### config.mk
export PLATFORM = sky130hd
export DESIGN_NAME = sts_ser
export DESIGN_NICKNAME = d
export VERILOG_FILES = /design/src/hdl/sts_pkg.sv /design/src/hdl/sts_ser.sv
export SDC_FILE = /design/constraint.sdc
export NUM_CORES = 1
export LEC_CHECK = 0
export BUFFER_PORTS_ARGS = -buffer_cell sky130_fd_sc_hd__buf_4
export CORE_AREA = 2 2 202 204
export DETAILED_ROUTE_END_ITERATION = 7
export DIE_AREA = 0 0 204 206
export SYNTH_ARGS = -nofsm -noshare
export SYNTH_HDL_FRONTEND = slang
export SYNTH_SLANG_ARGS = --single-unit
### constraint.sdc
create_clock -name clk -period 25.2 [get_ports clk]
set_input_delay 3.78 -clock clk [delete_from_list [all_inputs] [get_ports clk]]
set_output_delay 3.78 -clock clk [all_outputs]
set_load 0.02 [all_outputs]
### src/hdl/sts_pkg.sv
// Shared types and constants for the sphere triangle subdivider.
// No dependencies; every other file imports this package.
`default_nettype none
package sts_pkg;
	localparam int COORD_W = 16;
	localparam int ROOT_W  = 16;
	localparam int LEN_W   = 34;
	localparam int TL_W    = 50;
	localparam int STEPS   = 16;
	localparam int SUB_W   = 2;
	localparam logic [SUB_W-1:0] SUB_CORNER0 = 2'd0;
	localparam logic [SUB_W-1:0] SUB_CORNER1 = 2'd1;
	localparam logic [SUB_W-1:0] SUB_CORNER2 = 2'd2;
	localparam logic [SUB_W-1:0] SUB_CENTRE  = 2'd3;
	localparam logic signed [COORD_W-1:0] COORD_MAX = 16'sd32767;

	typedef logic signed [COORD_W-1:0] coord_t;

	typedef struct packed {
		coord_t x;
		coord_t y;
		coord_t z;
	} vec_t;

	typedef struct packed {
		coord_t p0_x;
		coord_t p0_y;
		coord_t p0_z;
		coord_t p1_x;
		coord_t p1_y;
		coord_t p1_z;
		coord_t p2_x;
		coord_t p2_y;
		coord_t p2_z;
	} face_t;

	typedef struct packed {
		coord_t q0_x;
		coord_t q0_y;
		coord_t q0_z;
		coord_t q1_x;
		coord_t q1_y;
		coord_t q1_z;
		coord_t q2_x;
		coord_t q2_y;
		coord_t q2_z;
		logic [SUB_W-1:0] sub_index;
		logic last_child;
	} child_t;
endpackage
`default_nettype wire

### src/hdl/sts_ser.sv
// Output stage: holds one subdivided face and issues its four children.
// Depends on sts_pkg.
`default_nettype none
module sts_ser import sts_pkg::*; (
	input  wire logic   clk,
	input  wire logic   arst_n,
	input  wire logic   load_vld,
	input  wire vec_t   p0,
	input  wire vec_t   p1,
	input  wire vec_t   p2,
	input  wire vec_t   m01,
	input  wire vec_t   m12,
	input  wire vec_t   m20,
	output logic        take,
	output logic        busy,
	output logic        child_valid,
	input  wire logic   child_ready,
	output child_t      child
);
	logic busy_q;
	logic [SUB_W-1:0] idx_q;
	vec_t p0_q, p1_q, p2_q, m01_q, m12_q, m20_q;
	vec_t a, b, c;
	logic done;

	assign done = child_ready && idx_q == SUB_CENTRE;
	assign take = load_vld && (!busy_q || done);
	assign busy = busy_q;
	assign child_valid = busy_q;

	always_ff @(posedge clk or negedge arst_n) begin
		if (!arst_n) begin
			busy_q <= 1'b0;
			idx_q  <= SUB_CORNER0;
		end else if (take) begin
			busy_q <= 1'b1;
			idx_q  <= SUB_CORNER0;
		end else if (busy_q && child_ready) begin
			busy_q <= idx_q != SUB_CENTRE;
			idx_q  <= idx_q + SUB_W'(1);
		end
	end

	always_ff @(posedge clk) begin
		if (take) begin
			p0_q  <= p0;
			p1_q  <= p1;
			p2_q  <= p2;
			m01_q <= m01;
			m12_q <= m12;
			m20_q <= m20;
		end
	end

	always_comb begin
		case (idx_q)
			SUB_CORNER0: begin a = p0_q;  b = m01_q; c = m20_q; end
			SUB_CORNER1: begin a = p1_q;  b = m12_q; c = m01_q; end
			SUB_CORNER2: begin a = p2_q;  b = m20_q; c = m12_q; end
			default:     begin a = m01_q; b = m12_q; c = m20_q; end
		endcase
	end

	assign child.q0_x = a.x;
	assign child.q0_y = a.y;
	assign child.q0_z = a.z;
	assign child.q1_x = b.x;
	assign child.q1_y = b.y;
	assign child.q1_z = b.z;
	assign child.q2_x = c.x;
	assign child.q2_y = c.y;
	assign child.q2_z = c.z;
	assign child.sub_index = idx_q;
	assign child.last_child = idx_q == SUB_CENTRE;
endmodule
`default_nettype wire

==> metrics.md, run 1 <==
| Metric | Value |
|---|---|
| Net Sw Frac | `41.6%` |
| Final Hold Viols | `0` |
| Synth-to-Final Area Change | `40.8%` |
| Global router's overall resource usage | `16.6%` |
| Vias in the first global route | `8908` |
| Num Clock Sinks | `291` |
| Sw power | `0.000922 W` |
| Initial DRC Count | `801` |
| Share of cells above drive strength 1 | `40.0%` |
| HP Class | `reg -> reg` |
| Reg power frac | `28.2%` |
| VDD IR max | `0.110 mV` |
| Clock tree buffer depth | `3` |
| # DRC | `0` |
| Combinational share of power | `50.9%` |
| Drt total wl | `36.5 mm` |
| Post-CTS Resized | `0` |
| Fin crit share | `33.1%` |
| CTS buffer count | `34` |
| Worst-path clk slew | `0.05 ns` |
| F_max | `0.120 GHz` |
| Arr. time, crit path | `4.57 ns` |
| Hold endpoint | `idx_q[1]$_DFFE_PN0P_` |
| Antenna violations before repair | `0` |
| Setup violations, final | `0` |
| Total Nets Final | `1527` |
| Cells after Synth | `804` |
| Postcts setup bufs | `0` |
| PwrDens | `133 mW/mm^2` |
| Wire per inst | `20.4 um` |
| Pint | `0.00129 W` |
| Final HPWL DP | `24.6 mm` |
| Final setup skew | `0.0107 ns` |
| Slew Limit Headroom | `28.7%` |
| Clock power frac | `20.9%` |
| Port Buffers | `441` |
| DR vias/cell | `4.85` |
| Reg-to-reg endpoint | `m20_q[29]$_DFFE_PP_` |
| Core Util, Final | `41.5%` |
| Die Y | `206 um` |
| Seq/Total Area, Yosys | `73.7%` |
| Horiz. Die Dim | `204 um` |
| Fillcell total | `3745` |
| Root Driver | `clkbuf_16` |
| Drt first pass iters | `6` |
| Max-slew violation count | `0` |
| Clock latency on the worst-skew pair | `0.52 ns` |
| CTS tree | `built` |
| Crit. End Element | `output port` |
| Max-capacitance violation count | `0` |
| Initial Utilization | `29.5%` |
| Reg2Reg Launch Point | `idx_q[0]$_DFFE_PN0P_` |
| Io pins | `442` |
| Num rows | `74` |
| Htree depth | `2` |
| ANT nets after route | `0` |
| Hold slack | `0.696 ns` |
| R2R setup slack | `21.30 ns` |
| Core area | `0.0402 mm^2` |
| Path depth of the worst reg2reg path | `6` |
| Pleak | `6.59 nW` |
| Setup TNS | `0 ns` |
| Mean post-synth cell area | `14.7 um^2` |
| Total Die Area | `0.0420 mm^2` |
| Hold Path Depth | `2` |
| Req. time, crit path | `21.42 ns` |
| Global placement routability congestion | `0.831` |
| Largest net degree at the start of global routing | `149` |
| Global-route wire length before repair | `52.5 mm` |
| Register bit count reported by yosys | `291` |
| Worst-path maximum fanout | `4` |
| Post-Synthesis Cell Area | `0.0118 mm^2` |
| CTS Hold Bufs | `0` |
| Register area | `0.00872 mm^2` |
| Cell variety after synth | `21` |
| Slew @ Worst Pin | `1.07 ns` |
| Diode count | `0` |
| Grt total ovfl | `0` |
| DR vias | `8658` |
| Unrepaired setup endpoints after global routing | `no` |
| Status | `finished, final reports clean` |
| Syn Nets | `1101` |
| WS Path Type | `in -> out` |
| Yosys warnings | `0` |
| Critical Path Source Type | `primary input` |
| Fin crit period | `8.35 ns` |
| Footprint of the multi-input gates | `0.00266 mm^2` |
| HP Start | `idx_q[1]$_DFFE_PN0P_` |
-- sequential cells by signal (all words and copies together) (netlist names) --
signal  flops
busy        1
p1_q       48
m20_q      48
m01_q      48
p0_q       48
p2_q       48
m12_q      48
idx_q       2
-- cells in the mapped netlist (all sizes together) --
cell,number,share of area [%]
a222oi,48,4.1
a21oi,48,2.0
buf,52,2.6
nand3,1,0.042
ha,5,0.53
o21ai,3,0.13
or2,1,0.053
nand4,1,0.053
clkbuf,9,0.29
nand2,98,3.1
nor2b,2,0.11
a21boi,1,0.063
dfrtp,3,0.63
inv,50,1.6
edfxtp,288,73
nor2,50,1.6
mux2i,48,4.1
a22oi,96,6.1
-- power groups by stage --
stage | clock network [W] | registers (W) | logic [W]
after CTS | 0.000478 | 0.000624 | 0.00114
after detailed placement | 0 | 0.000634 | 0.00114
final | 0.000464 | 0.000624 | 0.00113
after global routing | 0.000495 | 0.000629 | 0.00121
after global placement | 0 | 0.000631 | 0.00114
after floorplan | 0 | 0.000657 | 0.000650
-- routing by layer --
metal  share of wire (%)  track usage, %  vias up
li1                    -               -     3976
met1                  38            19.5     4188
met2                  49            28.5      442
met3                  10            5.30       52
met4                 2.4            6.24        0
met5                   0               0        -
-- stage by stage --
step	setup slack, ns	power [W]	cell area [um^2]	cells
after detailed placement	16.86	0.00177	15600	1726
after floorplan	4.68	0.00131	11800	804
after global placement	16.85	0.00177	15600	1726
after CTS	16.85	0.00224	16700	1784
after global routing	16.83	0.00233	16700	1784
final	16.85	0.00222	16700	1784
-- worst max path at each step --
| stage | cells after the start | to | startpoint | slack, ns |
|---|---|---|---|---|
| floorplan | 2 | take | child_ready | 4.68 |
| global placement | 4 | take | child_ready | 16.85 |
| detailed placement | 4 | take | child_ready | 16.86 |
| CTS | 4 | take | child_ready | 16.85 |
| global route | 4 | take | child_ready | 16.83 |
| finish | 4 | take | child_ready | 16.85 |
-- cell type report --
class                           count  area share [%]
Timing Repair Buffer              451            20.4
Tap cell                          532            3.99
Clock inverter                     10           0.458
Clock buffer                       48            5.80
Sequential cell                   291            52.3
Multi-Input combinational cell    402            15.9
Inverter                           50            1.13
-- critical path: stages --
cell      delay [ns]
buf_4           0.12
a21boi_0        0.34
nor2b_4         0.13
buf_4           0.18
-- cell usage in the layout (no fill, tap or decap), drive strengths merged --
cell type,instances
nand2,98
buf,451
inv,50
nand3,1
edfxtp,288
bufinv,1
nor2b,2
nor2,50
clkinv,8
clkbuf,48
or2,1
nand4,1
a22oi,96
a21oi,48
dfrtp,3
clkinvlp,1
a222oi,48
ha,5
mux2i,48
o21ai,3
a21boi,1
-- cells by family after synthesis --
group | after synthesis | share of synthesized area (%)
AND/OR/NAND/NOR | 153 | 4.97
AO/OA/AOI/OAI | 196 | 12.4
adder cells (fa/ha/maj) | 5 | 0.528
flip-flops | 291 | 73.7
buffers and inverters | 111 | 4.43
multiplexers | 48 | 4.06
(Power assumes the default switching activity.)
==> run 2: changes to the inputs <==
Clock period 25.2 ns to 7.7 ns, I/O delays scaled along.
==> metrics.md, run 2 (same netlist as run 1, synthesis figures left out) <==
| Metric | Value |
|---|---|
| Htree depth | `1 (-1)` |
| ANT nets after route | `0 (unchanged)` |
| CP delay by family, top | `buffers and inverters` |
| Drt total wl | `36.4 mm (-0.13%)` |
| Initial Utilization | `29.5% (unchanged)` |
| Commonest non-fill, non-tap cell in the layout | `buf_4` |
| Max-slew violation count | `0 (unchanged)` |
| CP Cell Sequence | `inv_1 > ha_4 > buf_4 > nor2_4 > buf_4 > nand2_1 > nand2_1 > buf_4` |
| Placed cell areas | `0.0156 mm^2 (unchanged)` |
| Pint | `0.00406 W (+210%)` |
| Port Buffers | `441 (unchanged)` |
| Diode count | `0 (unchanged)` |
| Worst path bufs/invs | `4 (+2)` |
| Total Nets Final | `1524 (-0.20%)` |
| Sw power | `0.00299 W (+220%)` |
| F_max | `0.213 GHz` |
| CP max stage delay | `0.74 ns (+0.40 ns)` |
| Critical path's most frequent cell | `buf_4` |
| Io pins | `442 (unchanged)` |
| Max-capacitance violation count | `0 (unchanged)` |
| Num Clock Sinks | `291 (unchanged)` |
| Die Y | `206 um (unchanged)` |
| Clock power frac | `19.0% (-1.9 points)` |
| Clock tree buffer depth | `3 (unchanged)` |
| Synth-to-Final Area Change | `39.6%` |
| Req. time, crit path | `6.55 ns (-14.87 ns)` |
| Post-CTS Resized | `0 (unchanged)` |
| Critical path depth | `8 (+4)` |
| Initial DRC Count | `786 (-1.9%)` |
| HP Class | `in -> async` |
| Most frequent cells in the layout | `buf_4, edfxtp_1, nand2_1, a22oi_1, inv_1` |
| Fin crit period | `4.70 ns` |
| Largest net degree at the start of global routing | `172 (+15%)` |
| Final setup skew | `0.0347 ns (+0.0241 ns)` |
| Global-route wire length before repair | `52.9 mm (+0.68%)` |
| Clock latency on the worst-skew pair | `0.59 ns (+0.07 ns)` |
| DR vias | `8650 (-0.092%)` |
| Total Die Area | `0.0420 mm^2 (unchanged)` |
| Pleak | `6.54 nW (-0.85%)` |
| Reg power frac | `28.9% (+0.7 points)` |
| WS Path Type | `reg -> out` |
| Global router's overall resource usage | `16.4% (-0.21 points)` |
| DR vias/cell | `4.85 (about the same)` |
| Root Driver | `clkbuf_16` |
| Vias in the first global route | `8945 (+0.42%)` |
| Worst path slowest cell | `buf_4` |
| Setup violations, final | `0 (unchanged)` |
| VDD IR max | `0.272 mV (+150%)` |
| Critical Path Source Type | `flip-flop` |
| Setup TNS | `0 ns (unchanged)` |
| Share of cells above drive strength 1 | `39.9% (-0.080 points)` |
| Postcts setup bufs | `0 (unchanged)` |
| Horiz. Die Dim | `204 um (unchanged)` |
| # DRC | `0 (unchanged)` |
| Path depth of the worst reg2reg path | `5 (-1)` |
| Num rows | `74 (unchanged)` |
| Slew @ Worst Pin | `1.06 ns (-0.00914 ns)` |
| Core area | `0.0402 mm^2 (unchanged)` |
| Unrepaired setup endpoints after global routing | `no` |
| Final Hold Viols | `0 (unchanged)` |
| Fin crit share | `61.1%` |
| Fillcell total | `3792 (+1.3%)` |
| CTS tree | `built` |
| Wire per inst | `20.4 um (-0.13%)` |
| CTS buffer count | `31 (-8.8%)` |
| Global placement routability congestion | `0.850 (+2.3%)` |
| Combinational share of power | `52.1% (+1.2 points)` |
| Worst-path maximum fanout | `55 (+51)` |
| Drt first pass iters | `7 (+1)` |
| Grt total ovfl | `0 (unchanged)` |
| Net Sw Frac | `42.4% (+0.82 points)` |
| Final HPWL DP | `24.5 mm (-0.20%)` |
| Crit. End Element | `output port` |
| Arr. time, crit path | `3.55 ns (-1.02 ns)` |
| Slew Limit Headroom | `29.3% (+0.61 points)` |
| Worst-path clk slew | `0.07 ns (+0.02 ns)` |
| CTS Hold Bufs | `0 (unchanged)` |
| Status | `finished, final reports clean` |
| Antenna violations before repair | `1 (+1)` |
| PwrDens | `427 mW/mm^2 (+220%)` |
| Fin area | `0.0165 mm^2 (-0.87%)` |
| Tot Pwr | `0.00705 W (+220%)` |
==> run 2: metal layers <==
metal / vias up / track usage (%) / wire [um]
met4: 2 / 5.15 / 1120
met3: 73 / 5.12 / 3620
met1: 4146 / 19.8 / 13800
met5: - / 0 / 16
li1: 3968 / - / -
met2: 461 / 28.2 / 17800
==> run 2: area by class of cell <==
class	count	area, um^2	share of cell area, %
clock buffers	36	795	4.81
clock inverters	22	104	0.628
inverters	50	188	1.14
multi-input cells	402	2660	16.1
flip-flops and latches	291	8720	52.8
well taps	532	666	4.03
repair buffers	451	3400	20.6
==> run 2: path summary, 6_finish.rpt <==
check	start	endpoint	slack, ns
setup / recovery	idx_q[0]$_DFFE_PN0P_	child[63]	3.00
min in group clk	busy$_DFFE_PN0P_	idx_q[1]$_DFFE_PN0P_	0.67
hold reg to reg	busy$_DFFE_PN0P_	idx_q[1]$_DFFE_PN0P_	0.67
setup reg to reg	idx_q[0]$_DFFE_PN0P_	p2_q[46]$_DFFE_PP_	4.55
hold / removal	arst_n	idx_q[1]$_DFFE_PN0P_	0.34
max in group asynchronous	arst_n	busy$_DFFE_PN0P_	7.26
==> run 2: through the flow <==
step,util (%),worst slack (ns),cells,hold slack (ns)
3_5_place_dp,38.9,3.63,1726,0.669
6_report,41.1,3.00,1784,0.343
3_3_place_gp,38.9,3.64,1726,0.665
2_1_floorplan,-,0.977,804,0.672
4_1_cts,41.1,2.97,1784,0.308
5_1_grt,41.1,2.81,1784,0.314
==> run 2: power by group through the flow <==
stage	combinational [W]	clock, W	sequential [W]
final	0.00367	0.00134	0.00204
after global routing	0.00393	0.00144	0.00205
after CTS	0.00372	0.00138	0.00204
after detailed placement	0.00371	0	0.00207
after global placement	0.00369	0	0.00207
after floorplan	0.00213	0	0.00207
